`config.mk`:
```
export PLATFORM = sky130hd
export DESIGN_NAME = websocket_frame_parser_flat
export DESIGN_NICKNAME = d
export VERILOG_FILES = /design/src/wsfp_pkg.sv /design/src/wsfp_if.sv /design/src/wsfp_in_stage.sv /design/src/wsfp_core.sv /design/src/websocket_frame_parser.sv /design/src/flat_wrapper.sv
export SDC_FILE = /design/constraint.sdc
export NUM_CORES = 1
export LEC_CHECK = 0
export BUFFER_PORTS_ARGS = -buffer_cell sky130_fd_sc_hd__clkbuf_2
export CORE_AREA = 2 2 242 220
export CTS_BUF_LIST = sky130_fd_sc_hd__clkbuf_4 sky130_fd_sc_hd__clkbuf_8
export DETAILED_ROUTE_END_ITERATION = 10
export DIE_AREA = 0 0 244 222
export GPL_TIMING_DRIVEN = 0
export PLACE_DENSITY_LB_ADDON = 0.12
export SYNTH_ARGS = -nofsm -noshare
export SYNTH_HDL_FRONTEND = slang
export SYNTH_SLANG_ARGS = --single-unit
```
`constraint.sdc`:
```
create_clock -name i_clk -period 7.1 [get_ports i_clk]
set_input_delay 0 -clock i_clk [delete_from_list [all_inputs] [get_ports i_clk]]
set_output_delay 0 -clock i_clk [all_outputs]
set_load 0.02 [all_outputs]
```
`src/wsfp_pkg.sv`:
```
// Shared types, codes and helpers of the WebSocket frame parser.
package wsfp_pkg;

    // Parse phases, one-hot
    typedef enum logic [4:0] {
        PH_HDR1 = 5'b00001,
        PH_HDR2 = 5'b00010,
        PH_EXT  = 5'b00100,
        PH_MASK = 5'b01000,
        PH_PAY  = 5'b10000
    } t_phase;

    // Opcodes
    localparam logic [3:0] OP_CONT  = 4'h0;
    localparam logic [3:0] OP_TEXT  = 4'h1;
    localparam logic [3:0] OP_CLOSE = 4'h8;
    localparam logic [3:0] OP_PING  = 4'h9;
    localparam logic [3:0] OP_PONG  = 4'hA;

    // Action classes
    localparam logic [2:0] ACT_MID   = 3'd0;
    localparam logic [2:0] ACT_TEXT  = 3'd1;
    localparam logic [2:0] ACT_CLOSE = 3'd2;
    localparam logic [2:0] ACT_PING  = 3'd3;
    localparam logic [2:0] ACT_PONG  = 3'd4;
    localparam logic [2:0] ACT_OTHER = 3'd5;

    // Header constants
    localparam logic [6:0] LEN_EXT16   = 7'd126;
    localparam logic [3:0] EXT_BYTES16 = 4'd2;
    localparam logic [3:0] EXT_BYTES64 = 4'd8;
    localparam logic [2:0] MASK_BYTES  = 3'd4;

    localparam logic [15:0] KEEP_LIMIT_RESET = 16'd512;

    // One accepted input beat
    typedef struct packed {
        logic [7:0] rx_byte;
        logic       new_connection;
    } t_in_beat;

    // One result beat
    typedef struct packed {
        logic [7:0] data_byte;
        logic       data_present;
        logic       kept;
        logic       frame_end;
        logic [3:0] frame_opcode;
        logic [2:0] action;
        logic       truncated;
    } t_result;

    function automatic logic [2:0] class_of(input logic [3:0] op);
        logic [2:0] act;
        case (op)
            OP_CONT, OP_TEXT: act = ACT_TEXT;
            OP_CLOSE:         act = ACT_CLOSE;
            OP_PING:          act = ACT_PING;
            OP_PONG:          act = ACT_PONG;
            default:          act = ACT_OTHER;
        endcase
        return act;
    endfunction

endpackage

```
`src/wsfp_if.sv`:
```
// Channel interfaces of the WebSocket frame parser: byte input, result output, config write.
interface wsfp_in_if;
    logic       valid;
    logic       ready;
    logic [7:0] rx_byte;
    logic       new_connection;

    modport source (output valid, output rx_byte, output new_connection, input ready);
    modport sink   (input valid, input rx_byte, input new_connection, output ready);
endinterface

interface wsfp_out_if;
    logic       valid;
    logic       ready;
    logic [7:0] data_byte;
    logic       data_present;
    logic       kept;
    logic       frame_end;
    logic [3:0] frame_opcode;
    logic [2:0] action;
    logic       truncated;

    modport source (output valid, output data_byte, output data_present, output kept,
                    output frame_end, output frame_opcode, output action,
                    output truncated, input ready);
    modport sink   (input valid, input data_byte, input data_present, input kept,
                    input frame_end, input frame_opcode, input action,
                    input truncated, output ready);
endinterface

interface wsfp_cfg_if;
    logic        valid;
    logic        ready;
    logic [15:0] keep_limit;

    modport source (output valid, output keep_limit, input ready);
    modport sink   (input valid, input keep_limit, output ready);
endinterface

```
`src/wsfp_in_stage.sv`:
```
// Input register stage: captures one received byte beat per cycle while the core takes the held beat.
module wsfp_in_stage (
    input  logic                 i_clk,
    input  logic                 i_rst_n,
    wsfp_in_if.sink              i_in,
    input  logic                 i_take,
    output logic                 o_valid,
    output wsfp_pkg::t_in_beat   o_beat
);

    logic               r_valid;
    wsfp_pkg::t_in_beat r_beat;

    // Accept when empty or when the held beat moves on this cycle
    assign i_in.ready = !r_valid || i_take;

    // Hold valid flag
    always_ff @(posedge i_clk) begin
        if (!i_rst_n) begin
            r_valid <= 1'b0;
        end else if (i_in.ready) begin
            r_valid <= i_in.valid;
        end
    end

    // Capture payload
    always_ff @(posedge i_clk) begin
        if (i_in.valid && i_in.ready) begin
            r_beat.rx_byte        <= i_in.rx_byte;
            r_beat.new_connection <= i_in.new_connection;
        end
    end

    assign o_valid = r_valid;
    assign o_beat  = r_beat;

endmodule

```
`src/wsfp_core.sv`:
```
// Frame parse state, per-byte header/unmask logic and the result register.
module wsfp_core (
    input  logic                 i_clk,
    input  logic                 i_rst_n,
    input  logic                 i_beat_valid,
    input  wsfp_pkg::t_in_beat   i_beat,
    input  logic [15:0]          i_keep_limit,
    output logic                 o_take,
    wsfp_out_if.source           o_out
);

    wsfp_pkg::t_phase r_phase, n_phase, e_phase;
    logic [3:0]       r_opcode, n_opcode;
    logic             r_masked, n_masked;
    logic [63:0]      r_len, n_len;
    logic [3:0]       r_needed, n_needed;
    logic [3:0]       r_eseen, n_eseen, e_eseen;
    logic [31:0]      r_key, n_key;
    logic [2:0]       r_mseen, n_mseen, e_mseen;
    logic [63:0]      r_count, n_count, e_count;
    logic             r_stop, n_stop, e_stop;

    logic             r_out_valid;
    wsfp_pkg::t_result r_res;
    wsfp_pkg::t_result res;
    logic             res_valid;
    logic             adv;

    logic [7:0]       b;
    logic [6:0]       len7;
    logic [7:0]       key_byte;
    logic             ending;

    // Advance when the result slot is free or drains this cycle
    assign adv    = i_beat_valid && (!r_out_valid || o_out.ready);
    assign o_take = adv;
    assign b      = i_beat.rx_byte;
    assign len7   = b[6:0];

    // Parse one byte
    always_comb begin
        // New connection restarts the parser before this byte
        e_phase = i_beat.new_connection ? wsfp_pkg::PH_HDR1 : r_phase;
        e_count = i_beat.new_connection ? 64'd0 : r_count;
        e_mseen = i_beat.new_connection ? 3'd0 : r_mseen;
        e_eseen = i_beat.new_connection ? 4'd0 : r_eseen;
        e_stop  = i_beat.new_connection ? 1'b0 : r_stop;

        n_phase  = e_phase;
        n_opcode = r_opcode;
        n_masked = r_masked;
        n_len    = r_len;
        n_needed = r_needed;
        n_eseen  = e_eseen;
        n_key    = r_key;
        n_mseen  = e_mseen;
        n_count  = e_count;
        n_stop   = e_stop;

        res_valid        = 1'b0;
        ending           = 1'b0;
        res.data_byte    = 8'd0;
        res.data_present = 1'b0;
        res.kept         = 1'b0;
        key_byte         = r_key[8*e_count[1:0] +: 8];

        if (!e_stop) begin
            case (e_phase)
                wsfp_pkg::PH_HDR2: begin
                    n_masked = b[7];
                    n_mseen  = 3'd0;
                    if (len7 < wsfp_pkg::LEN_EXT16) begin
                        n_len   = {57'd0, len7};
                        n_count = 64'd0;
                        n_phase = b[7] ? wsfp_pkg::PH_MASK : wsfp_pkg::PH_PAY;
                        if (len7 == 7'd0 && !b[7]) begin
                            res_valid = 1'b1;
                            ending    = 1'b1;
                        end
                    end else begin
                        n_len    = 64'd0;
                        n_needed = (len7 == wsfp_pkg::LEN_EXT16) ? wsfp_pkg::EXT_BYTES16
                                                                 : wsfp_pkg::EXT_BYTES64;
                        n_eseen  = 4'd0;
                        n_phase  = wsfp_pkg::PH_EXT;
                    end
                end
                wsfp_pkg::PH_EXT: begin
                    n_len   = {r_len[55:0], b};
                    n_eseen = e_eseen + 4'd1;
                    if (n_eseen >= r_needed) begin
                        n_count = 64'd0;
                        n_phase = r_masked ? wsfp_pkg::PH_MASK : wsfp_pkg::PH_PAY;
                        if (n_len == 64'd0 && !r_masked) begin
                            res_valid = 1'b1;
                            ending    = 1'b1;
                        end
                    end
                end
                wsfp_pkg::PH_MASK: begin
                    n_key[8*e_mseen[1:0] +: 8] = b;
                    n_mseen = e_mseen + 3'd1;
                    if (n_mseen >= wsfp_pkg::MASK_BYTES) begin
                        n_count = 64'd0;
                        n_phase = wsfp_pkg::PH_PAY;
                        if (r_len == 64'd0) begin
                            res_valid = 1'b1;
                            ending    = 1'b1;
                        end
                    end
                end
                wsfp_pkg::PH_PAY: begin
                    res_valid        = 1'b1;
                    res.data_byte    = r_masked ? (b ^ key_byte) : b;
                    res.data_present = 1'b1;
                    res.kept         = (e_count[63:16] == 48'd0) &&
                                       (e_count[15:0] < i_keep_limit);
                    n_count          = e_count + 64'd1;
                    ending           = (n_count >= r_len);
                end
                default: begin
                    n_opcode = b[3:0];
                    n_phase  = wsfp_pkg::PH_HDR2;
                end
            endcase
        end

        // Frame end: classify, flag truncation, return to header one, stop on close
        res.frame_end    = ending;
        res.frame_opcode = r_opcode;
        res.action       = ending ? wsfp_pkg::class_of(r_opcode) : wsfp_pkg::ACT_MID;
        res.truncated    = ending && (n_count > {48'd0, i_keep_limit});
        if (ending) begin
            n_phase = wsfp_pkg::PH_HDR1;
            if (r_opcode == wsfp_pkg::OP_CLOSE) begin
                n_stop = 1'b1;
            end
        end
    end

    // Update parse state
    always_ff @(posedge i_clk) begin
        if (!i_rst_n) begin
            r_phase  <= wsfp_pkg::PH_HDR1;
            r_opcode <= 4'd0;
            r_masked <= 1'b0;
            r_len    <= 64'd0;
            r_needed <= 4'd0;
            r_eseen  <= 4'd0;
            r_key    <= 32'd0;
            r_mseen  <= 3'd0;
            r_count  <= 64'd0;
            r_stop   <= 1'b0;
        end else if (adv) begin
            r_phase  <= n_phase;
            r_opcode <= n_opcode;
            r_masked <= n_masked;
            r_len    <= n_len;
            r_needed <= n_needed;
            r_eseen  <= n_eseen;
            r_key    <= n_key;
            r_mseen  <= n_mseen;
            r_count  <= n_count;
            r_stop   <= n_stop;
        end
    end

    // Result valid: load on advance, drop once taken
    always_ff @(posedge i_clk) begin
        if (!i_rst_n) begin
            r_out_valid <= 1'b0;
        end else if (adv) begin
            r_out_valid <= res_valid;
        end else if (o_out.ready) begin
            r_out_valid <= 1'b0;
        end
    end

    // Result payload
    always_ff @(posedge i_clk) begin
        if (adv && res_valid) begin
            r_res <= res;
        end
    end

    assign o_out.valid        = r_out_valid;
    assign o_out.data_byte    = r_res.data_byte;
    assign o_out.data_present = r_res.data_present;
    assign o_out.kept         = r_res.kept;
    assign o_out.frame_end    = r_res.frame_end;
    assign o_out.frame_opcode = r_res.frame_opcode;
    assign o_out.action       = r_res.action;
    assign o_out.truncated    = r_res.truncated;

    // A stopped parser produces no result unless a new connection restarts it
    a_stopped_silent: assert property (@(posedge i_clk) disable iff (!i_rst_n)
        (adv && r_stop && !i_beat.new_connection) |=> !r_out_valid)
        else $error("result produced while parser stopped");

    // The end of a close frame stops the parser
    a_close_stops: assert property (@(posedge i_clk) disable iff (!i_rst_n)
        (adv && res_valid && res.frame_end && r_opcode == wsfp_pkg::OP_CLOSE) |=> r_stop)
        else $error("close frame did not stop parser");

    // An empty result is always a frame end
    a_empty_is_end: assert property (@(posedge i_clk) disable iff (!i_rst_n)
        (r_out_valid && !r_res.data_present) |-> r_res.frame_end)
        else $error("empty result without frame end");

    // Action is set exactly on frame end
    a_action_end: assert property (@(posedge i_clk) disable iff (!i_rst_n)
        r_out_valid |-> ((r_res.action == wsfp_pkg::ACT_MID) == !r_res.frame_end))
        else $error("action and frame end disagree");

endmodule

```
`src/websocket_frame_parser.sv`:
```
// Top level of the WebSocket receive frame parser.
// Path: an accepted byte is held in the input register, and its payload or empty-frame result in the result register.
// Throughput: one byte per cycle while the output is not stalled; the header/unmask logic sits between the input
// register and the result register, and a stalled output backs up into the input stage and stops new bytes.
// Reset: synchronous active-low i_rst_n; parser to header one, keep limit to 512.
module websocket_frame_parser (
    input  logic        i_clk,
    input  logic        i_rst_n,
    wsfp_in_if.sink     i_in,
    wsfp_cfg_if.sink    i_cfg,
    wsfp_out_if.source  o_out
);

    logic [15:0]        r_keep_limit;
    logic               take;
    logic               beat_valid;
    wsfp_pkg::t_in_beat beat;

    // Config writes are always taken
    assign i_cfg.ready = 1'b1;

    // Hold keep limit
    always_ff @(posedge i_clk) begin
        if (!i_rst_n) begin
            r_keep_limit <= wsfp_pkg::KEEP_LIMIT_RESET;
        end else if (i_cfg.valid) begin
            r_keep_limit <= i_cfg.keep_limit;
        end
    end

    wsfp_in_stage u_in_stage (
        .i_clk   (i_clk),
        .i_rst_n (i_rst_n),
        .i_in    (i_in),
        .i_take  (take),
        .o_valid (beat_valid),
        .o_beat  (beat)
    );

    wsfp_core u_core (
        .i_clk        (i_clk),
        .i_rst_n      (i_rst_n),
        .i_beat_valid (beat_valid),
        .i_beat       (beat),
        .i_keep_limit (r_keep_limit),
        .o_take       (take),
        .o_out        (o_out)
    );

endmodule

```
`src/flat_wrapper.sv`:
```
// flat-port wrapper written by rule: the top's interface ports become plain ports
module websocket_frame_parser_flat 
  (i_clk, i_rst_n, i_in_valid, i_in_rx_byte, i_in_new_connection, i_in_ready, i_cfg_valid, i_cfg_keep_limit, i_cfg_ready, o_out_valid, o_out_data_byte, o_out_data_present, o_out_kept, o_out_frame_end, o_out_frame_opcode, o_out_action, o_out_truncated, o_out_ready);
  wsfp_in_if i_in_i ();
  wsfp_cfg_if i_cfg_i ();
  wsfp_out_if o_out_i ();
  input  logic i_clk;
  input  logic i_rst_n;
  input wire logic [$bits(i_in_i.valid)-1:0] i_in_valid;
  input wire logic [$bits(i_in_i.rx_byte)-1:0] i_in_rx_byte;
  input wire logic [$bits(i_in_i.new_connection)-1:0] i_in_new_connection;
  output wire logic [$bits(i_in_i.ready)-1:0] i_in_ready;
  input wire logic [$bits(i_cfg_i.valid)-1:0] i_cfg_valid;
  input wire logic [$bits(i_cfg_i.keep_limit)-1:0] i_cfg_keep_limit;
  output wire logic [$bits(i_cfg_i.ready)-1:0] i_cfg_ready;
  output wire logic [$bits(o_out_i.valid)-1:0] o_out_valid;
  output wire logic [$bits(o_out_i.data_byte)-1:0] o_out_data_byte;
  output wire logic [$bits(o_out_i.data_present)-1:0] o_out_data_present;
  output wire logic [$bits(o_out_i.kept)-1:0] o_out_kept;
  output wire logic [$bits(o_out_i.frame_end)-1:0] o_out_frame_end;
  output wire logic [$bits(o_out_i.frame_opcode)-1:0] o_out_frame_opcode;
  output wire logic [$bits(o_out_i.action)-1:0] o_out_action;
  output wire logic [$bits(o_out_i.truncated)-1:0] o_out_truncated;
  input wire logic [$bits(o_out_i.ready)-1:0] o_out_ready;
  assign i_in_i.valid = i_in_valid;
  assign i_in_i.rx_byte = i_in_rx_byte;
  assign i_in_i.new_connection = i_in_new_connection;
  assign i_in_ready = i_in_i.ready;
  assign i_cfg_i.valid = i_cfg_valid;
  assign i_cfg_i.keep_limit = i_cfg_keep_limit;
  assign i_cfg_ready = i_cfg_i.ready;
  assign o_out_valid = o_out_i.valid;
  assign o_out_data_byte = o_out_i.data_byte;
  assign o_out_data_present = o_out_i.data_present;
  assign o_out_kept = o_out_i.kept;
  assign o_out_frame_end = o_out_i.frame_end;
  assign o_out_frame_opcode = o_out_i.frame_opcode;
  assign o_out_action = o_out_i.action;
  assign o_out_truncated = o_out_i.truncated;
  assign o_out_i.ready = o_out_ready;
  websocket_frame_parser u_core (.i_clk(i_clk), .i_rst_n(i_rst_n), .i_in(i_in_i), .i_cfg(i_cfg_i), .o_out(o_out_i));
endmodule
```
=== Yosys cells after proc, flatten, opt, wreduce, memory -nomap -nowiden ===
Cells that the tools add are included.

* Register bits after elaboration: 228
* Input bits: 30
* Output and inout port bits: 22
* Logic and storage cells: 121

* Add/subtract/negate cells: 4
* $lt $le $gt $ge: 6
* Eq/ne operators: 9
* Shift-type cells: 3
* Multiplexer cells: 44
* Bitwise logic cells: 5
* Reductions and logical operators: 28

{| class="wikitable"
|+ Operators by type and width
! cell !! number
|-
| $mux W64 || 5
|-
| $pmux W64 S4 || 1
|-
| $logic_not A64 Y1 || 2
|-
| $pmux W64 S2 || 1
|-
| $add A64 B1 Y64 const B || 1
|-
| $ge A64 B64 Y1 || 1
|-
| $gt A64 B16 Y1 || 1
|-
| $logic_not A48 Y1 || 1
|-
| $mux W5 || 8
|-
| $neg A5 Y34 || 1
|-
| $shift A8 B34 Y32 const A || 1
|-
| $shiftx A8 B34 Y32 || 1
|-
| $bwmux W32 || 1
|-
| $shiftx A32 B6 Y8 || 1
|-
| $pmux W5 S4 || 1
|-
| $lt A16 B16 Y1 || 1
|-
| $mux W4 || 4
|-
| $mux W1 || 13
|-
| $eq A4 B4 Y1 const B || 3
|-
| $pmux W3 S4 || 1
|-
| $reduce_and A3 Y1 || 4
|-
| $mux W8 || 1
|-
| $pmux W1 S4 || 2
|-
| $pmux W4 S2 || 1
|-
| 26 further kinds || 42
|}

=== Longest topological paths before layout ===
* Word-level depth: 8
* Depth in mapped cells: 34
* Depth with buffers taken out: 23

=== Cells and area by module ===
Synthesis repeated with hierarchy kept, for this count alone.

* Cell total of the unflattened synthesis: 1947
* Area total of the unflattened synthesis: 15633.7 um^2

{| class="wikitable"
|+ By module, submodules not included
! module !! instances !! cells each !! area an instance (um^2) !! seq. area each (um^2)
|-
| wsfp_core || 1 || 1880 || 14681.6 || 4194.0
|-
| websocket_frame_parser || 1 || 53 || 624.3 || 320.3
|-
| wsfp_in_stage || 1 || 14 || 327.8 || 290.3
|}

=== Least setup slack after synthesis ===
Ideal clock, no wire load.

* Path type: reg-to-reg
* Start: reg u_core.u_in_stage.r_beat, in the netlist u_core.u_in_stage.o_beat[0]
* End: reg u_core.u_core.r_res, in the netlist u_core.u_core.o_out.truncated (data pin)
* Library setup time: 0.275 ns
* Data arrival time: 6.970 ns
* Required time: 6.825 ns
* Setup slack: -0.145 ns
* Stages on the path, launching flop included: 34
* Buffers on the path: 12
* Cell sequence: edfxtp_1 -> clkbuf_1 -> clkbuf_1 -> clkbuf_1 -> clkbuf_1 -> clkbuf_1 -> buf_1 -> buf_1 -> clkbuf_1 -> buf_1 -> nor2b_1 -> ha_1 -> inv_1 -> ha_1 -> nand2_1 -> o21ai_0 -> a211o_1 -> nand2_1 -> clkbuf_1 -> clkbuf_1 -> buf_1 -> a22oi_1 -> a21oi_1 -> ha_1 -> nand4_1 -> nor4_1 -> nor3_1 -> a211oi_1 -> o21ai_0 -> a221o_1 -> nor4_1 -> nand4_1 -> nor3_1 -> a41oi_1

{| class="wikitable"
|+ RTL lines
! element !! RTL line !! source
|-
| start: declaration || wsfp_in_stage.sv:12 || <nowiki>wsfp_pkg::t_in_beat r_beat;</nowiki>
|-
| end signal: assignment || wsfp_core.sv:182 || <nowiki>r_res <= res;</nowiki>
|-
| end: declaration || wsfp_core.sv:24 || <nowiki>wsfp_pkg::t_result r_res;</nowiki>
|}

==> results.tsv <==
metric	value	unit
drc	0	
htree_levels	2	
ys.flop_type	dfxtp_1	
syn_nets	2062	
core_area	51500	um2
synth_edf_count	28	
grt_use_met2	0.387	
leakage	6.57	nW
critPathMaxFanout	10	
grt_overflow	0	
pre_cts_ws	-6100	ps
cp-start-kind	register	
clk_latency	650	ps
postSynthCellCount	1927	
finalSetupViolCount	0	
grt_pass1_vias	15300	
tns	0	ps
cts_tree	done	
powerDensity	178	nW/um2
yosysTopAreaCellShare	0.259	
syn_avg_cell_area	7.94	um2
cts_made_buffers	45	
via_per_inst	5.78	
layout_common_cells	dfxtp_1, nand2_1, nor2_1	
final_common_cell	dfxtp_1	
grt_pass1_wl	109000	um
slew_headroom	0.0877	
layout_min_cycle_time	6970	ps
clkTransAtPathRegs	60	ps
nets	2205	
drive_gt1_frac	0.117	
cp-end-kind	register	
grt_max_degree	20	
drv_slew	0	
dpl.hpwl	56600	um
synth-async-reset-ratio	0	
finalCritPeriodShare	0.982	
placed_area	16400	um2
final-hold-violation-count	0	
worst_pin_slew	1360	ps
gp_congestion	1.02	
hold_path_class	input pin to register	
synth.area.top_cells	dfxtp_1, ha_1, nor2b_1	
io_pins	52	
p_total	3.28	mW
ys_types	82	
max-vdd-ir-drop	125	uV
syn-cell-area	15300	um2
synth.largest_area_cell	dfxtp_1	
maxCapViolCount	0	
fin_hold_ws	63.7	ps
gr-usage-met3	0.0511	
skew	33.2	ps
path_class	register to register	
fmax	143	MHz
port_buffers	48	
die_h	222	um
vias	16200	
antenna_found_initial	1	
ys_seq_area_frac	0.314	
area_growth	20.1	%
ys_seq_elements	226	
design.die.area	54200	um2
clk_path_buf_depth	3	
worst_slack	128	ps
cts_sinks	226	
top_usage_layer	met1	
crit_arrival	7300	ps
rows	79	
yosysWarningCount	0	
status	completed	
grtUsageTotal	0.274	
wire_per_inst	26.9	um
drt_iter0_drc	1951	
design_area	18400	um2
routed_wl	75200	um
grtUsageMet1	0.399	
initial_core_util	0.297	
drtAntennaViolNets	0	
cts-root-buf	clkbuf_8	
die_w	244	um
dr.pass1.iters	5	
required	7430	ps
==> cell usage after synthesis (all sizes together) (6+ instances only) <==
| master | n |
|---|---|
| ha | 105 |
| and2 | 17 |
| o221a | 19 |
| edfxtp | 28 |
| nand2 | 168 |
| and3 | 10 |
| nand3b | 11 |
| xor2 | 30 |
| nand4 | 50 |
| mux2i | 29 |
| a22oi | 75 |
| buf | 22 |
| nand4b | 6 |
| mux2 | 8 |
| nor2b | 139 |
| a31oi | 22 |
| nor2 | 145 |
| o21ai | 101 |
| xnor2 | 42 |
| nand3 | 74 |
| dfxtp | 198 |
| a21oi | 92 |
| inv | 99 |
| nor3 | 42 |
| a211oi | 11 |
| or4 | 14 |
| or3 | 11 |
| o22ai | 6 |
| nand2b | 26 |
| a21boi | 44 |
| a21o | 8 |
| a221oi | 13 |
| o211ai | 18 |
| o211a | 12 |
| o21a | 8 |
| nor4 | 48 |
| clkbuf | 113 |
==> kinds of logic after synthesis <==
group                    after synthesis  synth area share
buffers and inverters                236            0.0589
AO/OA/AOI/OAI                        472             0.209
adder cells (fa/ha/maj)              105            0.0858
multiplexers                          37            0.0248
other                                  1          0.000245
flip-flops                           226             0.314
XOR/XNOR                              72            0.0412
AND/OR/NAND/NOR                      778             0.266
==> repair_timing <==
| item | 4_1_cts | 5_1_grt |
|---|---|---|
| endpoints found under the hold margin | 36 | 0 |
| resized for setup | 99 | 33 |
| endpoints found under the setup margin | 98 | 8 |
| buffers inserted | 6 | 8 |
| hold buffers | 35 | 0 |
| pin swaps | 8 | 11 |
==> flip-flops by register name (all words and copies together) (netlist names), 4 cells and up <==
name / flops
u_core.u_in_stage.o_beat: 9
u_core.u_core.o_out.frame_opcode: 4
u_core.u_core.r_opcode: 4
u_core.u_core.r_len: 64
u_core.u_core.o_out.data_byte: 8
u_core.u_core.r_phase: 5
u_core.r_keep_limit: 16
u_core.u_core.r_eseen: 4
u_core.u_core.r_count: 64
u_core.u_core.r_key: 32
==> cell type report <==
cell class	instances	area, um2
Multi-Input combinational cell	1465	9860
Clock buffer	72	866
Antenna cell	4	10.0
Tap cell	688	861
Inverter	101	382
Timing Repair Buffer	98	711
Clock inverter	10	91.3
Sequential cell	226	4800
Buffer	133	793
Fill cell	5412	33100
==> path summary, 6_finish.rpt <==
| kind | end | slack, ps | cells past startpoint | startpoint |
|---|---|---|---|---|
| worst max-delay path | u_core.u_core.o_out.truncated | 130 | 17 | u_core.u_core.r_stop |
| worst min register to register | u_core.u_core.r_key[6] | 460 | 2 | u_core.u_core.r_key[6] |
| worst min-delay path | u_core.u_in_stage.o_beat[1] | 60 | 2 | i_in_rx_byte[0] |
| worst max register to register | u_core.u_core.o_out.truncated | 130 | 17 | u_core.u_core.r_stop |
==> worst max-delay path, cell delays in order (launching register included) <==
cell,delay (ps)
dfxtp_1,300
clkbuf_1,880
inv_1,140
clkbuf_1,430
nor2_2,860
clkbuf_1,940
o21ai_0,410
ha_1,410
nand4_1,190
nor4_4,330
nor3_4,120
a211oi_2,260
o21ai_1,150
a221o_1,340
nor4_2,140
nand4_1,240
nor3_2,330
a41oi_2,180
==> metrics by stage <==
| stage | std cells | util |
|---|---|---|
| after global placement | 2663 | 0.319 |
| after floorplan | 1927 | - |
| after global routing | 2793 | 0.357 |
| final | 2797 | 0.357 |
| after detailed placement | 2664 | 0.319 |
| after CTS | 2786 | 0.353 |
==> per-layer routing <==
metal,vias up,share of wire
met3,159,0.081
li1,7283,-
met4,0,0.048
met5,-,0
met2,792,0.40
met1,7931,0.47
==> power by group <==
group / internal [mW] / switching (mW)
Combinational: 0.175 / 0.295
Clock: 0.811 / 0.645
Sequential: 1.32 / 0.0330
Total: 2.31 / 0.973
Note: power is estimated with default switching activity, not from simulation.
